`config.mk`:
```
export PLATFORM = sky130hd
export DESIGN_NAME = frm_front
export DESIGN_NICKNAME = d
export VERILOG_FILES = /design/src/frm_pkg.sv /design/src/frm_front.sv
export SDC_FILE = /design/constraint.sdc
export NUM_CORES = 1
export LEC_CHECK = 0
export BUFFER_PORTS_ARGS = -buffer_cell sky130_fd_sc_hd__buf_2
export CORE_MARGIN = 2
export CORE_UTILIZATION = 50
export CTS_CLUSTER_DIAMETER = 40
export DETAILED_ROUTE_END_ITERATION = 10
export GPL_ROUTABILITY_DRIVEN = 1
export PLACE_DENSITY = 0.75
export SETUP_SLACK_MARGIN = 0.3
export SLEW_MARGIN = 20
export SYNTH_ARGS = -nofsm -noshare
export SYNTH_HDL_FRONTEND = slang
export SYNTH_SLANG_ARGS = --single-unit
export TNS_END_PERCENT = 10
```
`constraint.sdc`:
```
create_clock -name clk_i -period 4.75 [get_ports clk_i]
set_clock_uncertainty 0.15 [all_clocks]
set_input_delay 0.475 -clock clk_i [delete_from_list [all_inputs] [get_ports clk_i]]
set_output_delay 0.475 -clock clk_i [all_outputs]
set_load 0.1 [all_outputs]
```
`src/frm_pkg.sv`:
```
// Package for the fraction reduce / running minimum core.
// Holds shared constants, the queue entry type and the back part's state type; no dependencies.
`default_nettype none
package frm_pkg;
  localparam int unsigned FrmValueWidth = 32;
  localparam int unsigned FrmFieldWidth = 32;

  typedef struct packed {
    logic [FrmFieldWidth-1:0] numer;
    logic [FrmFieldWidth-1:0] denom;
    logic                     start;
  } frm_item_t;

  typedef enum logic [2:0] {
    FrmIdle,
    FrmGcd,
    FrmDivN,
    FrmDivD,
    FrmCmp,
    FrmOut
  } frm_state_e;
endpackage
`default_nettype wire

```
`src/frm_front.sv`:
```
// Front part: accepts input transfers into a two-entry queue.
// Depends on frm_pkg.
`default_nettype none
module frm_front import frm_pkg::*; (
  input  wire logic      clk_i,
  input  wire logic      rst_ni,
  input  wire logic      in_valid_i,
  output logic           in_ready_o,
  input  wire frm_item_t in_item_i,
  output logic           q_valid_o,
  input  wire logic      q_ready_i,
  output frm_item_t      q_item_o
);
  frm_item_t mem_q [2];
  logic      wp_q, rp_q;
  logic [1:0] cnt_q;
  logic push, pop;

  assign in_ready_o = (cnt_q != 2'd2);
  assign q_valid_o  = (cnt_q != 2'd0);
  assign q_item_o   = mem_q[rp_q];
  assign push = in_valid_i && in_ready_o;
  assign pop  = q_valid_o && q_ready_i;

  always_ff @(posedge clk_i) begin
    if (push) mem_q[wp_q] <= in_item_i;
  end

  always_ff @(posedge clk_i or negedge rst_ni) begin
    if (!rst_ni) begin
      wp_q <= 1'b0; rp_q <= 1'b0; cnt_q <= 2'd0;
    end else begin
      if (push) wp_q <= ~wp_q;
      if (pop) rp_q <= ~rp_q;
      cnt_q <= cnt_q + {1'b0, push} - {1'b0, pop};
    end
  end
endmodule
`default_nettype wire

```
==> results of run 1 <==
[flip-flops by register name (all words and copies together) (netlist names)]
signal,flops
cnt_q,2
mem_q,130
rp_q,1
wp_q,1
[synth_stat cells, drive strengths merged]
master	n
and2	1
and3	1
buf	7
dfrtp	4
edfxtp	130
ha	2
inv	1
mux2	65
nand2	1
nand2b	1
nor2	1
or2	1
xnor2	3
xor2	1
[worst max-delay path: cells and delay by family (launching register included)]
kind	cells	cell delay, ps
buf+inv	1	430
flops	1	1140
mux	1	320
[layer usage]
metal  part of all wire, %  global-route usage [%]
met5                     0                       0
met4                   1.1                    7.05
met3                   7.0                    6.64
met2                    53                    31.2
met1                    39                    19.6
[final timing paths]
check / startpoint / endpoint / depth (start not counted) / slack [ps]
max in group asynchronous: rst_ni / rp_q$_DFFE_PN0P_ / 2 / 4140
hold / removal: rst_ni / cnt_q[0]$_DFF_PN0_ / 2 / 170
min in group clk_i: q_ready_i / rp_q$_DFFE_PN0P_ / 3 / 170
setup reg to reg: cnt_q[1]$_DFF_PN0_ / mem_q[0][29]$_DFFE_PP_ / 4 / 2510
setup / recovery: rp_q$_DFFE_PN0P_ / q_item_o[3] / 2 / 1680
hold reg to reg: cnt_q[0]$_DFF_PN0_ / cnt_q[0]$_DFF_PN0_ / 1 / 380
[what timing repair did]
action	CTS	global route
hold buffers	66	0
endpoints found under the hold margin	133	0
setup buffers	0	0
[cells by family after synthesis]
logic type	after synthesis	synth area share, %
xor gates and xnor gates	4	0.694
adders and majority gates	2	0.496
buffers and inverters	8	1.39
DFF	134	79.3
muxes	65	17.5
and+or+nand+nor	6	0.645
[per-stage QoR]
step / hold slack (ps) / utilization, % / worst slack [ps] / cell area [µm²] / instances
CTS: 123 / 73.1 / 1620 / 7150 / 580
floorplan: 29.4 / - / 1040 / 5050 / 219
detailed placement: 136 / 60.0 / 2180 / 5860 / 483
global placement: 136 / 59.9 / 2180 / 5860 / 483
global route: 158 / 73.1 / 1550 / 7150 / 580
finish: 171 / 73.1 / 1680 / 7150 / 580
[layout make-up]
type	count	share of cell area, %
clock inverters	13	2.89
inverters	1	0.0525
flip-flops and latches	134	56.1
multi-input cells	77	13.8
clock buffers	18	5.85
repair buffers	204	19.0
well taps	133	2.33
==> impl_metrics.sql, run 1 <==
INSERT INTO impl_metrics (metric_group, metric, value, unit) VALUES
('layout', 'nets', '506', ''),
('floorplan', 'ioPinCount', '136', ''),
('worst_setup_path', 'criticalPathCategory', 'flip-flop to primary output', ''),
('detailed_routing', 'num_vias', '2759', ''),
('logic_synthesis', 'top_area_cell_type_share_of_the_netlist_area', '77.3', '%'),
('global_route', 'groute.usage.overall', '17.8', '%'),
('worst_setup_path', 'required', '4120', 'ps'),
('sta', 'setup_viol_count_final', '0', ''),
('logic_synthesis', 'syn_inst', '219', ''),
('sta', 'grt_setup_unrepaired', 'no', ''),
('logic_synthesis', 'yosys.area.top_type', 'sky130_fd_sc_hd__edfxtp_1', ''),
('logic_synthesis', 'synth_sequential_area_ratio', '79.3', '%'),
('sta', 'max_slew_margin', '27.2', '%'),
('sta', 'finalSetupTns', '0', 'ps'),
('global_route', 'overflow', '0', ''),
('min_path', 'hold_path.class', 'input pin to async pin', ''),
('place', 'port_buffers', '135', ''),
('detailed_routing', 'drt_first_iter_violations', '102', ''),
('layout', 'fraction_of_layout_cells_with_a_size_suffix_above_1', '52.6', '%'),
('detailed_routing', 'wire_per_inst', '16.1', 'µm'),
('floorplan', 'die-width', '104', 'µm'),
('global_route', 'global_route_wire_length_before_repair', '14.5', 'mm'),
('worst_setup_path', 'crit_fanout', '66', ''),
('logic_synthesis', 'synth.top_cells.by_area', 'sky130_fd_sc_hd__edfxtp_1 77%, sky130_fd_sc_hd__mux2_4 12%, sky130_fd_sc_hd__mux2_2 5.6%', ''),
('worst_setup_path', 'critical_path_arrival', '2450', 'ps'),
('layout', 'final-seq-area', '0.00401', 'mm²'),
('layout', 'final_cell_mix', '135 x sky130_fd_sc_hd__buf_2, 130 x sky130_fd_sc_hd__edfxtp_1, 66 x sky130_fd_sc_hd__dlygate4sd3_1, 40 x sky130_fd_sc_hd__mux2_4, 25 x sky130_fd_sc_hd__mux2_2', ''),
('logic_synthesis', 'avgSynthCellArea', '23.1', 'µm²'),
('layout', 'num-fill-cells', '597', ''),
('logic_synthesis', 'synth.yosys.warnings', '0', ''),
('layout', 'combined_area_of_the_multi_input_logic_cells', '987', 'µm²'),
('run', 'drv.max_cap_violation_count', '0', ''),
('global_route', 'grt_antenna_before_repair', '0', ''),
('detailed_routing', 'remaining_antenna_violation_count', '0', ''),
('global_route', 'grt_start_max_net_pins', '67', ''),
('status', 'outcome', 'finished clean', ''),
('clock_network', 'cts.sink_count', '134', ''),
('clock_network', 'cts_max_level', '4', ''),
('logic_synthesis', 'synthDistinctLibCells', '16', ''),
('floorplan', 'initial_core_util', '51.7', '%'),
('clock_network', 'post_cts.resized_instances', '0', ''),
('sta', 'min_period_over_period', '64.7', '%'),
('place', 'dp_hpwl', '5.22', 'mm'),
('sta', 'maxSlewViolCount', '0', ''),
('floorplan', 'placeableCoreArea', '0.00977', 'mm²'),
('layout', 'insertedDiodeCount', '0', ''),
('clock_network', 'skew_pair_late_insertion_delay', '510', 'ps'),
('global_route', 'number_of_global_route_vias_before_repair', '2959', ''),
('floorplan', 'core.rowCount', '36', ''),
('sta', 'hold_violations', '0', ''),
('logic_synthesis', 'syn-cell-area', '0.00505', 'mm²'),
('worst_setup_path', 'worst_setup_path_start_kind', 'flip-flop', ''),
('detailed_routing', 'detailedRoute.firstPassIterationCount', '4', ''),
('floorplan', 'die_height', '104', 'µm'),
('worst_setup_path', 'cp_cell_sequence', 'mux2_2 > buf_2', ''),
('clock_network', 'tritoncts', 'yes', ''),
('worst_setup_path', 'worst_setup_end_kind', 'primary output', ''),
('sta', 'max_slew.worst_pin.slew', '1090', 'ps'),
('sta', 'period_needed', '3070', 'ps'),
('clock_network', 'cts.clk_slew.worst_paths', '60', 'ps'),
('clock_network', 'number_of_buffers_created_by_cts', '17', ''),
('logic_synthesis', 'synth.net_count', '290', ''),
('clock_network', 'cts_root_buf', 'sky130_fd_sc_hd__clkbuf_8', ''),
('logic_synthesis', 'yosys_register_bits', '134', ''),
('place', 'place.gp.congestion', '0.690', ''),
('detailed_routing', 'drt-vias-per-instance', '4.76', ''),
('detailed_routing', 'drt_drc_violations_left', '0', ''),
('layout', 'final_common_cell', 'sky130_fd_sc_hd__buf_2', ''),
('worst_setup_path', 'critPathSlowestCell', 'sky130_fd_sc_hd__dfrtp_4', ''),
('clock_network', 'ctsLongestPathBuffers', '2', ''),
('sta', 'fmax', '325', 'MHz'),
('worst_setup_path', 'max_stage_delay', '1140', 'ps'),
('detailed_routing', 'postRouteWirelength', '9.31', 'mm'),
('layout', 'area_grow_syn2layout', '41.6', '%'),
('floorplan', 'fp.dieArea', '0.0109', 'mm²');
Power of run 1 is left out: the tool's default activity adds up to more than one toggle a clock period on the data nets, which glitch-free logic cannot reach.
==> run 2: changes to the inputs <==
- ABC_AREA: default -> 1
- CORE_UTILIZATION: 50 -> 47
- PLACE_DENSITY: 0.75 -> 0.74
- clock period: 4.75 -> 2.7 ns (I/O delays scaled with it)
==> run 2 against run 1 <==
Worst setup slack got worse by 1300 ps. Global-route usage rose by 3.3 points. Routed wire length rose by 25%. Final area rose by 12%. Synthesized cell count rose by 69%. Area after synthesis fell by 2.1%. Clock-buffer cell count rose by 1. Via count rose by 27%. Critical path type unchanged.
==> impl_metrics.sql, run 2 <==
INSERT INTO impl_metrics (metric_group, metric, value, unit) VALUES
('status', 'outcome', 'finished clean', ''),
('clock_network', 'cts_root_buf', 'sky130_fd_sc_hd__clkbuf_8', ''),
('global_route', 'groute.usage.overall', '21.2', '%'),
('sta', 'min_period_over_period', '85.4', '%'),
('logic_synthesis', 'synth_sequential_area_ratio', '81.0', '%'),
('place', 'dp_hpwl', '6.58', 'mm'),
('detailed_routing', 'wire_per_inst', '15.9', 'µm'),
('worst_setup_path', 'r2r-start', 'cnt_q[0]$_DFF_PN0_', ''),
('global_route', 'number_of_global_route_vias_before_repair', '3685', ''),
('layout', 'nets', '656', ''),
('sta', 'max_slew_margin', '65.8', '%'),
('logic_synthesis', 'synth.net_count', '442', ''),
('worst_setup_path', 'critical_path_buf_inv_count', '3', ''),
('layout', 'final-seq-area', '0.00401', 'mm²'),
('logic_synthesis', 'syn-cell-area', '0.00494', 'mm²'),
('layout', 'combined_area_of_the_multi_input_logic_cells', '848', 'µm²'),
('sta', 'maxSlewViolCount', '0', ''),
('worst_setup_path', 'critPathSlowestCell', 'sky130_fd_sc_hd__dfrtp_2', ''),
('clock_network', 'cts_max_level', '4', ''),
('floorplan', 'die-width', '107', 'µm'),
('floorplan', 'die_height', '107', 'µm'),
('detailed_routing', 'postRouteWirelength', '11.6', 'mm'),
('worst_setup_path', 'worst_setup_end_kind', 'primary output', ''),
('worst_setup_path', 'required', '2280', 'ps'),
('detailed_routing', 'num_vias', '3498', ''),
('worst_setup_path', 'critical_path.top_delay_family', 'buffers and inverters', ''),
('worst_setup_path', 'max_stage_delay', '430', 'ps'),
('detailed_routing', 'drt_first_iter_violations', '206', ''),
('sta', 'finalSetupTns', '0', 'ps'),
('sta', 'fmax', '433', 'MHz'),
('logic_synthesis', 'synth_edf_count', '130', ''),
('clock_network', 'skew_pair_late_insertion_delay', '490', 'ps'),
('global_route', 'overflow', '0', ''),
('logic_synthesis', 'ys_top_cells_by_count', '208 x sky130_fd_sc_hd__nand2_1, 130 x sky130_fd_sc_hd__edfxtp_1, 9 x sky130_fd_sc_hd__buf_2', ''),
('worst_setup_path', 'critical_path.startpoint', 'rp_q$_DFFE_PN0P_', ''),
('run', 'drv.max_cap_violation_count', '0', ''),
('layout', 'area_grow_syn2layout', '62.3', '%'),
('worst_setup_path', 'criticalPathCategory', 'flip-flop to primary output', ''),
('logic_synthesis', 'syn_inst', '371', ''),
('logic_synthesis', 'synthDistinctLibCells', '10', ''),
('worst_setup_path', 'cp_cell_sequence', 'inv_4 > buf_12 > nand2_1 > nand2_1 > buf_12', ''),
('worst_setup_path', 'critical_path_arrival', '1890', 'ps'),
('logic_synthesis', 'yosys_register_bits', '134', ''),
('logic_synthesis', 'synth-main-ff-cell', 'sky130_fd_sc_hd__edfxtp_1', ''),
('sta', 'hold_violations', '0', ''),
('detailed_routing', 'drt_drc_violations_left', '0', ''),
('detailed_routing', 'remaining_antenna_violation_count', '0', ''),
('place', 'port_buffers', '135', ''),
('floorplan', 'initial_core_util', '48.1', '%'),
('logic_synthesis', 'synth.yosys.warnings', '0', ''),
('logic_synthesis', 'asyncSetResetFlopFracSynth', '2.99', '%'),
('layout', 'layout_top_registers', 'mem_q: 130 flops, cnt_q: 2 flops', ''),
('layout', 'final_cell_mix', '207 x sky130_fd_sc_hd__nand2_1, 130 x sky130_fd_sc_hd__edfxtp_1, 70 x sky130_fd_sc_hd__buf_2, 68 x sky130_fd_sc_hd__dlygate4sd3_1, 66 x sky130_fd_sc_hd__buf_12', ''),
('layout', 'largest_reg_flops', '130', ''),
('clock_network', 'cts.clk_slew.worst_paths', '60', 'ps'),
('clock_network', 'ctsLongestPathBuffers', '2', ''),
('worst_setup_path', 'crit_fanout', '45', ''),
('logic_synthesis', 'avgSynthCellArea', '13.3', 'µm²'),
('floorplan', 'placeableCoreArea', '0.0103', 'mm²'),
('clock_network', 'cts.sink_count', '134', ''),
('detailed_routing', 'drt-vias-per-instance', '4.77', ''),
('sta', 'grt_setup_unrepaired', 'no', ''),
('floorplan', 'ioPinCount', '136', ''),
('floorplan', 'core.rowCount', '37', ''),
('layout', 'num-fill-cells', '591', ''),
('sta', 'max_slew.worst_pin.slew', '513', 'ps'),
('clock_network', 'number_of_buffers_created_by_cts', '17', ''),
('layout', 'fraction_of_layout_cells_with_a_size_suffix_above_1', '29.4', '%'),
('logic_synthesis', 'top_area_cell_type_share_of_the_netlist_area', '78.9', '%'),
('sta', 'period_needed', '2310', 'ps'),
('clock_network', 'tritoncts', 'yes', ''),
('logic_synthesis', 'yosys.area.top_type', 'sky130_fd_sc_hd__edfxtp_1', ''),
('global_route', 'grt_start_max_net_pins', '67', ''),
('layout', 'final_common_cell', 'sky130_fd_sc_hd__nand2_1', ''),
('layout', 'max_flop_register', 'mem_q', ''),
('logic_synthesis', 'synth_most_common_cell', 'sky130_fd_sc_hd__nand2_1', ''),
('global_route', 'grt_antenna_before_repair', '0', ''),
('worst_setup_path', 'worst_setup_path_start_kind', 'flip-flop', ''),
('sta', 'setup_viol_count_final', '0', ''),
('global_route', 'global_route_wire_length_before_repair', '18.1', 'mm'),
('place', 'place.gp.congestion', '0.697', ''),
('min_path', 'hold_path.startpoint', 'in_valid_i', ''),
('layout', 'insertedDiodeCount', '0', ''),
('detailed_routing', 'detailedRoute.firstPassIterationCount', '4', ''),
('min_path', 'hold_path.class', 'input pin to flip-flop', ''),
('floorplan', 'fp.dieArea', '0.0114', 'mm²'),
('logic_synthesis', 'synth.top_cells.by_area', 'sky130_fd_sc_hd__edfxtp_1 79%, sky130_fd_sc_hd__nand2_1 16%, sky130_fd_sc_hd__dfrtp_1 2.0%', '');
run 2: changes by cell type after synthesis, sizes merged:
cell,delta
mux2,-65
or2,-1
nand2,+207
buf,+7
xnor2,-3
nand3,+3
and3,-1
nand2b,-1
xor2,-1
and2,-1
inv,+8
run 2: final cells by class:
| type | count | share of cell area [%] |
|---|---|---|
| clock buffer | 19 | 5.25 |
| clock inverter | 13 | 1.82 |
| inverter | 9 | 0.499 |
| multi-input combinational | 214 | 10.6 |
| sequential | 134 | 49.9 |
| tap | 136 | 2.12 |
| timing repair buffer | 209 | 29.8 |
run 2: repair_timing:
action,CTS,global route
hold buffers,68,0
hold endpoints to repair,135,0
gates resized for setup,0,3
pin swaps,0,0
gates cloned,0,0
setup endpoints to repair,2,61
buffers inserted,0,0
run 2: kinds of logic (layout without fill, tap and decap cells):
group	after synthesis	count (layout)	synth area share, %
and+or+nand+nor	212	212	16.2
DFF	134	134	81.0
buffers and inverters	23	250	2.35
adders and majority gates	2	2	0.506
run 2: worst reg2reg max path: stages, from the launching register on:
cell and delay, ps:
sky130_fd_sc_hd__dfrtp_1 360, sky130_fd_sc_hd__inv_1 120, sky130_fd_sc_hd__nand2_8 80, sky130_fd_sc_hd__nand2_1 120, sky130_fd_sc_hd__nor2_4 140, sky130_fd_sc_hd__buf_4 400
run 2: metal layers:
layer  wire (µm)  part of all wire [%]  vias up  GRT usage, %
li1            -                     -     1675             -
met1        4220                    36     1675          23.0
met2        6510                    56      126          39.0
met3         662                   5.7       22          5.96
met4         245                   2.1        0          8.16
met5           0                     0        -             0
run 2: path summary, 6_finish.rpt:
check	endpoint	cells after the start	slack, ps
min in group asynchronous	rp_q$_DFFE_PN0P_	3	570
worst max-delay path	q_item_o[55]	5	390
worst max register to register	mem_q[1][59]$_DFFE_PP_	5	930
max in group asynchronous	rp_q$_DFFE_PN0P_	3	1640
worst min-delay path	wp_q$_DFFE_PN0N_	3	20
worst min register to register	wp_q$_DFFE_PN0N_	2	350
run 2: per-stage QoR:
stage | setup WS, ps | hold slack [ps] | cell area (µm²) | instances | utilization, %
final | 393 | 22.1 | 8030 | 734 | 78.1
after global routing | 317 | 29.8 | 8030 | 734 | 78.1
after CTS | 266 | 4.06 | 8020 | 734 | 78.0
after detailed placement | 843 | -71.6 | 6770 | 634 | 65.9
after global placement | 873 | -72.0 | 6770 | 634 | 65.9
after floorplan | 350 | -176 | 4970 | 371 | -
Power of run 2 is left out for the same reason.
